`src/hdl/skl_pkg.sv`:
```
`default_nettype none

package skl_pkg;

    localparam int DEF_CAPACITY     = 16;
    localparam int DEF_PAYLOAD_BITS = 32;

    localparam int KEY_BITS   = 32;
    localparam int COUNT_BITS = 5;

    typedef logic signed [KEY_BITS-1:0] t_key;

    // Command codes; 5 to 7 are unused and answer done with the count unchanged.
    typedef enum logic [2:0] {
        CMD_APPEND     = 3'd0,
        CMD_SORTED     = 3'd1,
        CMD_REMOVE_END = 3'd2,
        CMD_REMOVE_KEY = 3'd3,
        CMD_CLEAR      = 3'd4
    } t_cmd;

    typedef enum logic [1:0] {
        ST_DONE      = 2'd0,
        ST_FULL      = 2'd1,
        ST_EMPTY     = 2'd2,
        ST_NOT_FOUND = 2'd3
    } t_status;

    // What every cell does.
    typedef enum logic [1:0] {
        CELL_HOLD   = 2'd0,
        CELL_APPEND = 2'd1,
        CELL_SORTED = 2'd2,
        CELL_REMOVE = 2'd3
    } t_cell_op;

    typedef struct packed {
        t_cell_op op;
        t_key     key;
    } t_cell_ctl;

    typedef struct packed {
        logic [2:0]           cmd;
        t_key                 key;
        logic [31:0]          payload;
    } t_in_beat;

    typedef struct packed {
        logic [1:0]            status;
        logic [COUNT_BITS-1:0] count;
    } t_out_beat;

endpackage

`default_nettype wire

```
`src/hdl/skl_cell.sv`:
```
`default_nettype none

module skl_cell import skl_pkg::*; #(
    parameter int PAYLOAD_BITS = DEF_PAYLOAD_BITS
) (
    input  wire logic                    i_clk,
    input  wire t_cell_ctl               i_ctl,
    input  wire logic [PAYLOAD_BITS-1:0] i_new_payload,
    input  wire logic                    i_occ,
    input  wire logic                    i_hit,
    input  wire t_key                    i_left_key,
    input  wire logic [PAYLOAD_BITS-1:0] i_left_payload,
    input  wire t_key                    i_right_key,
    input  wire logic [PAYLOAD_BITS-1:0] i_right_payload,
    output t_key                         o_key,
    output logic [PAYLOAD_BITS-1:0]      o_payload,
    output logic                         o_hit
);

    t_key                    r_key;
    logic [PAYLOAD_BITS-1:0] r_payload;
    t_key                    n_key;
    logic [PAYLOAD_BITS-1:0] n_payload;
    logic                    match;
    logic                    hit_self;

    always_comb begin
        unique case (i_ctl.op)
            CELL_SORTED: match = !($signed(r_key) < $signed(i_ctl.key));
            CELL_REMOVE: match = (r_key == i_ctl.key);
            CELL_APPEND: match = 1'b0;
            CELL_HOLD:   match = 1'b0;
            default:     match = 1'b0;
        endcase
    end

    assign hit_self = i_occ & match;
    assign o_hit    = i_hit | hit_self;

    // Shift toward the tail behind the insert point, toward the head behind a removal.
    always_comb begin
        n_key     = r_key;
        n_payload = r_payload;
        unique case (i_ctl.op)
            CELL_APPEND, CELL_SORTED: begin
                if (i_hit) begin
                    n_key     = i_left_key;
                    n_payload = i_left_payload;
                end else if (hit_self || !i_occ) begin
                    n_key     = i_ctl.key;
                    n_payload = i_new_payload;
                end
            end
            CELL_REMOVE: begin
                if (i_hit || hit_self) begin
                    n_key     = i_right_key;
                    n_payload = i_right_payload;
                end
            end
            CELL_HOLD: begin
            end
            default: begin
            end
        endcase
    end

    always_ff @(posedge i_clk) begin
        r_key     <= n_key;
        r_payload <= n_payload;
    end

    assign o_key     = r_key;
    assign o_payload = r_payload;

endmodule

`default_nettype wire

```
`src/hdl/sorted_key_list_top.sv`:
```
// The result beat of a command is registered at the clock edge that accepts the command.
// Throughput: one command per cycle while results are taken; every command finishes
//   in a single pass of the cell row, whose match flag ripples from head to tail.
// Reset: i_rst_n low at a rising edge empties the list and drops any pending result.
//   No clearing pass is needed; what cells at or beyond the count hold never counts.
`default_nettype none

module sorted_key_list_top import skl_pkg::*; #(
    parameter int CAPACITY     = DEF_CAPACITY,
    parameter int PAYLOAD_BITS = DEF_PAYLOAD_BITS
) (
    input  wire logic      i_clk,
    input  wire logic      i_rst_n,
    input  wire logic      i_in_valid,
    output logic           o_in_stall,
    input  wire t_in_beat  i_in_data,
    output logic           o_out_valid,
    input  wire logic      i_out_stall,
    output t_out_beat      o_out_data
);

    // Count must reach CAPACITY itself.
    localparam int CW = $clog2(CAPACITY + 1);

    logic [CW-1:0]           r_count;
    logic [CW-1:0]           n_count;
    logic                    r_out_valid;
    t_out_beat               r_out_data;
    t_out_beat               n_out_data;

    logic                    accept;
    logic                    full;
    logic                    empty;
    t_cell_ctl               ctl;
    logic [PAYLOAD_BITS-1:0] new_payload;
    logic [PAYLOAD_BITS+31:0] payload_wide;
    logic [CW+COUNT_BITS-1:0] count_wide;

    t_key                    cell_key     [CAPACITY];
    logic [PAYLOAD_BITS-1:0] cell_payload [CAPACITY];
    logic                    hit          [CAPACITY+1];
    logic                    occ          [CAPACITY];

    // The output register parts the two sides; stall upstream only when it is full and held.
    assign o_in_stall = r_out_valid & i_out_stall;
    assign accept     = i_in_valid & ~o_in_stall;

    assign full  = (r_count == CW'(CAPACITY));
    assign empty = (r_count == '0);

    // Keep the low PAYLOAD_BITS bits of the incoming word, zero above 32.
    assign payload_wide = {{PAYLOAD_BITS{1'b0}}, i_in_data.payload};
    assign new_payload  = payload_wide[PAYLOAD_BITS-1:0];

    // Broadcast the operation to every cell; hold for clear, end removal, a full append or an empty removal.
    always_comb begin
        ctl.key = i_in_data.key;
        ctl.op  = CELL_HOLD;
        if (accept) begin
            unique case (i_in_data.cmd)
                CMD_APPEND:     ctl.op = full  ? CELL_HOLD : CELL_APPEND;
                CMD_SORTED:     ctl.op = full  ? CELL_HOLD : CELL_SORTED;
                CMD_REMOVE_KEY: ctl.op = empty ? CELL_HOLD : CELL_REMOVE;
                CMD_REMOVE_END: ctl.op = CELL_HOLD;
                CMD_CLEAR:      ctl.op = CELL_HOLD;
                default:        ctl.op = CELL_HOLD;
            endcase
        end
    end

    // Row of cells: slot 0 is the head. The hit flag says a match sits nearer the head.
    assign hit[0] = 1'b0;

    for (genvar g = 0; g < CAPACITY; g++) begin : g_cell
        t_key                    left_key;
        logic [PAYLOAD_BITS-1:0] left_payload;
        t_key                    right_key;
        logic [PAYLOAD_BITS-1:0] right_payload;

        assign occ[g] = (CW'(g) < r_count);

        if (g == 0) begin : g_head
            // Never selected: nothing lies ahead of the head.
            assign left_key     = ctl.key;
            assign left_payload = new_payload;
        end else begin : g_mid
            assign left_key     = cell_key[g-1];
            assign left_payload = cell_payload[g-1];
        end

        if (g == CAPACITY - 1) begin : g_tail
            // The tail slot leaves the list on a removal; its content no longer counts.
            assign right_key     = cell_key[g];
            assign right_payload = cell_payload[g];
        end else begin : g_inner
            assign right_key     = cell_key[g+1];
            assign right_payload = cell_payload[g+1];
        end

        skl_cell #(
            .PAYLOAD_BITS (PAYLOAD_BITS)
        ) u_cell (
            .i_clk           (i_clk),
            .i_ctl           (ctl),
            .i_new_payload   (new_payload),
            .i_occ           (occ[g]),
            .i_hit           (hit[g]),
            .i_left_key      (left_key),
            .i_left_payload  (left_payload),
            .i_right_key     (right_key),
            .i_right_payload (right_payload),
            .o_key           (cell_key[g]),
            .o_payload       (cell_payload[g]),
            .o_hit           (hit[g+1])
        );
    end

    // Count update and status for the result beat.
    always_comb begin
        n_count           = r_count;
        n_out_data.status = ST_DONE;
        unique case (i_in_data.cmd)
            CMD_APPEND, CMD_SORTED: begin
                if (full) begin
                    n_out_data.status = ST_FULL;
                end else begin
                    n_count = r_count + CW'(1);
                end
            end
            CMD_REMOVE_END: begin
                if (empty) begin
                    n_out_data.status = ST_EMPTY;
                end else begin
                    n_count = r_count - CW'(1);
                end
            end
            CMD_REMOVE_KEY: begin
                if (empty) begin
                    n_out_data.status = ST_EMPTY;
                end else if (hit[CAPACITY]) begin
                    n_count = r_count - CW'(1);
                end else begin
                    n_out_data.status = ST_NOT_FOUND;
                end
            end
            CMD_CLEAR: begin
                n_count = '0;
            end
            default: begin
            end
        endcase
        // Report the count modulo 32.
        count_wide       = {{COUNT_BITS{1'b0}}, n_count};
        n_out_data.count = count_wide[COUNT_BITS-1:0];
    end

    always_ff @(posedge i_clk) begin
        if (!i_rst_n) begin
            r_count     <= '0;
            r_out_valid <= 1'b0;
        end else begin
            if (accept) begin
                r_count     <= n_count;
                r_out_valid <= 1'b1;
            end else if (!i_out_stall) begin
                r_out_valid <= 1'b0;
            end
        end
    end

    // Hold the result while it is stalled; load a new one with each accepted beat.
    always_ff @(posedge i_clk) begin
        if (accept) begin
            r_out_data <= n_out_data;
        end
    end

    assign o_out_valid = r_out_valid;
    assign o_out_data  = r_out_data;

endmodule

`default_nettype wire

```
`config.mk`:
```
export PLATFORM = sky130hd
export DESIGN_NAME = sorted_key_list_top
export DESIGN_NICKNAME = d
export VERILOG_FILES = /design/src/hdl/skl_pkg.sv /design/src/hdl/skl_cell.sv /design/src/hdl/sorted_key_list_top.sv
export SDC_FILE = /design/constraint.sdc
export NUM_CORES = 2
export LEC_CHECK = 0
export BUFFER_PORTS_ARGS = -buffer_cell sky130_fd_sc_hd__buf_2
export CAP_MARGIN = 30
export CORE_UTILIZATION = 45
export CTS_CLUSTER_SIZE = 25
export DETAILED_ROUTE_END_ITERATION = 10
export HOLD_SLACK_MARGIN = 0.15
export PLACE_DENSITY = 0.6
export SLEW_MARGIN = 20
export SYNTH_ARGS = -nofsm -noshare
export SYNTH_HDL_FRONTEND = slang
export SYNTH_HIERARCHICAL = 1
export SYNTH_SLANG_ARGS = --single-unit
```
`constraint.sdc`:
```
create_clock -name i_clk -period 37.6 [get_ports i_clk]
set_clock_uncertainty 0.15 [all_clocks]
set_input_delay 7.52 -clock i_clk [delete_from_list [all_inputs] [get_ports i_clk]]
set_output_delay 7.52 -clock i_clk [all_outputs]
set_load 0.005 [all_outputs]
```
==> impl_metrics.csv <==
group,metric,value,unit
sta,period_minus_slack,21.53,ns
synth,avgSynthCellArea,9.39,um2
floorplan,die_h,305,um
route,firstDrtPassIters,5,
sta,max_freq,46.5,MHz
cts,cts_buffer_depth,3,
layout,syn2layout_area_growth,9.11,%
synth,syn_area,41300,um2
setup_path,crit_path_max_fanout,35,
setup_path,worstPathRequired,37.75,ns
setup_path,endpoint_kind,"register",
route,routed_wl,102000,um
setup_path,crit_path_max_incr_delay,0.58,ns
cts,numCtsBuffers,67,
route,num_vias,30200,
cts,cts_tree,"done",
floorplan,coreArea,90400,um2
placed_design,gp_congestion,0.851,
layout,final_common_cell,"nand2_1",
synth,ys_warn_count,6,
sta,setup_violations,0,
layout,fillers,8381,
cts,ctsRootBufferMaster,"clkbuf_16",
grt,grt_pass1_vias,30100,
grt,grt_max_degree,68,
placed_design,hpwlAfterDp,79600,um
route,drcViolationCount,0,
cts,insertion_delay,0.62,ns
grt,grt_pass1_wl,164000,um
cts,post_cts_resized,0,
synth,syn_inst,4400,
status,status,"finished clean",
cts,cts_hold_buf,0,
floorplan,num_rows,110,
setup_path,crit_type,"input port to register",
cts,clkTransAtPathRegs,0.05,ns
power,powerDensity,33.3,nW/um2
layout,drive_gt1_share,6.42,%
floorplan,initial_core_util,45.7,%
cts,cts_sinks,525,
power,finalPower,1500,uW
setup_path,crit_path_start_kind,"input port",
power,peakVddDrop,0.0323,mV
route,drt_iter0_markers,1818,
route,drtAntennaViolNets,0,
layout,post-route-cell-area,45100,um2
grt,antenna_found_initial,1,
placed_design,postPlaceCellArea,42800,um2
hold_path,hold_class,"register to register",
sta,tightest_slew,0.860,ns
cts,post-cts-setup-buffer-count,0,
layout,antenna_cells,0,
job,drv_cap,0,
setup_path,arrival,21.68,ns
route,post_drt_via_cell_ratio,5.42,
placed_design,portBuffers,47,
layout,most-common-layout-cells,"nand2_1, inv_1, o21ai_0",
sta,hold_violations,0,
sta,final_max_slew_viol_count,0,
floorplan,die_area,93000,um2
grt,grt_overflow,0,
grt,globalRouteTotalUtil,21.9,%
cts,h-tree-depth,3,
sta,grt_setup_unrepaired,"false",
sta,finalCritPeriodShare,57.3,%
setup_path,worst_path_most_repeated_cell,"a21o_2",
setup_path,cp_slowest_cell,"a21o_2",
power,p_leak,0.0197,uW
sta,setup_tns,0,ns
route,drt-wirelength-per-cell,18.3,um
synth,syn_nets,5019,
floorplan,dieWidth,305,um
layout,final_nets,4974,
sta,relSlewSlack,42.7,%
floorplan,ios,80,
==> area by class of cell <==
class | instances | area (um2) | area share [%]
Clock buffer | 83 | 1760 | 3.90
Clock inverter | 25 | 166 | 0.369
Inverter | 560 | 2100 | 4.66
Multi-Input combinational cell | 3070 | 22600 | 50.1
Sequential cell | 525 | 15700 | 34.8
Tap cell | 1176 | 1470 | 3.26
Timing Repair Buffer | 131 | 1310 | 2.90
==> sequential cells by signal, indices dropped and copies added (netlist names) <==
| name | count |
|---|---|
| g_cell.u_cell/o_key | 512 |
| o_out_data | 7 |
| o_out_valid | 1 |
| r_count | 5 |
==> worst max-delay path, delay by kind of cell <==
kind / cells / cell delay (ns)
AOI/OAI and AO/OA: 23 / 7.45
buffers and inverters: 17 / 5.17
adders and majority gates: 1 / 0.29
and+or+nand+nor: 6 / 1.11
==> report_power, final <==
part | leakage, uW | switching [uW] | internal [uW]
registers | 0.00477 | 15.0 | 670
logic | 0.0139 | 138 | 89.8
clock network | 0.000944 | 252 | 337
==> per-layer routing <==
layer	global-route usage [%]	up-vias	part of all wire, %
li1	-	15600	-
met1	31.2	14000	50
met2	35.2	477	45
met3	2.00	141	3.1
met4	6.32	0	2.5
met5	0	-	0
==> path summary, 6_finish.rpt <==
path                                                              end  slack [ns]                             startpoint  depth (start not counted)
worst max-delay path                          o_out_data[2]$_DFFE_PP_       16.07                            i_out_stall                         47
worst min-delay path            g_cell[14].u_cell/o_key[27]$_DFFE_PP_        0.44  g_cell[15].u_cell/o_key[27]$_DFFE_PP_                          2
worst max register to register                o_out_data[2]$_DFFE_PP_       21.85                r_count[1]$_SDFFE_PN0P_                         49
worst min register to register  g_cell[14].u_cell/o_key[27]$_DFFE_PP_        0.44  g_cell[15].u_cell/o_key[27]$_DFFE_PP_                          2
==> through the flow <==
step	std cells	hold WS, ns	setup WS (ns)	util (%)
floorplan	4400	0.398	16.99	-
global placement	5439	0.414	13.44	47.0
detailed placement	5448	0.425	14.72	47.3
CTS	5556	0.439	15.33	49.4
global route	5570	0.467	15.14	49.8
finish	5570	0.438	16.07	49.8
Power figures use the tool's default switching activity.
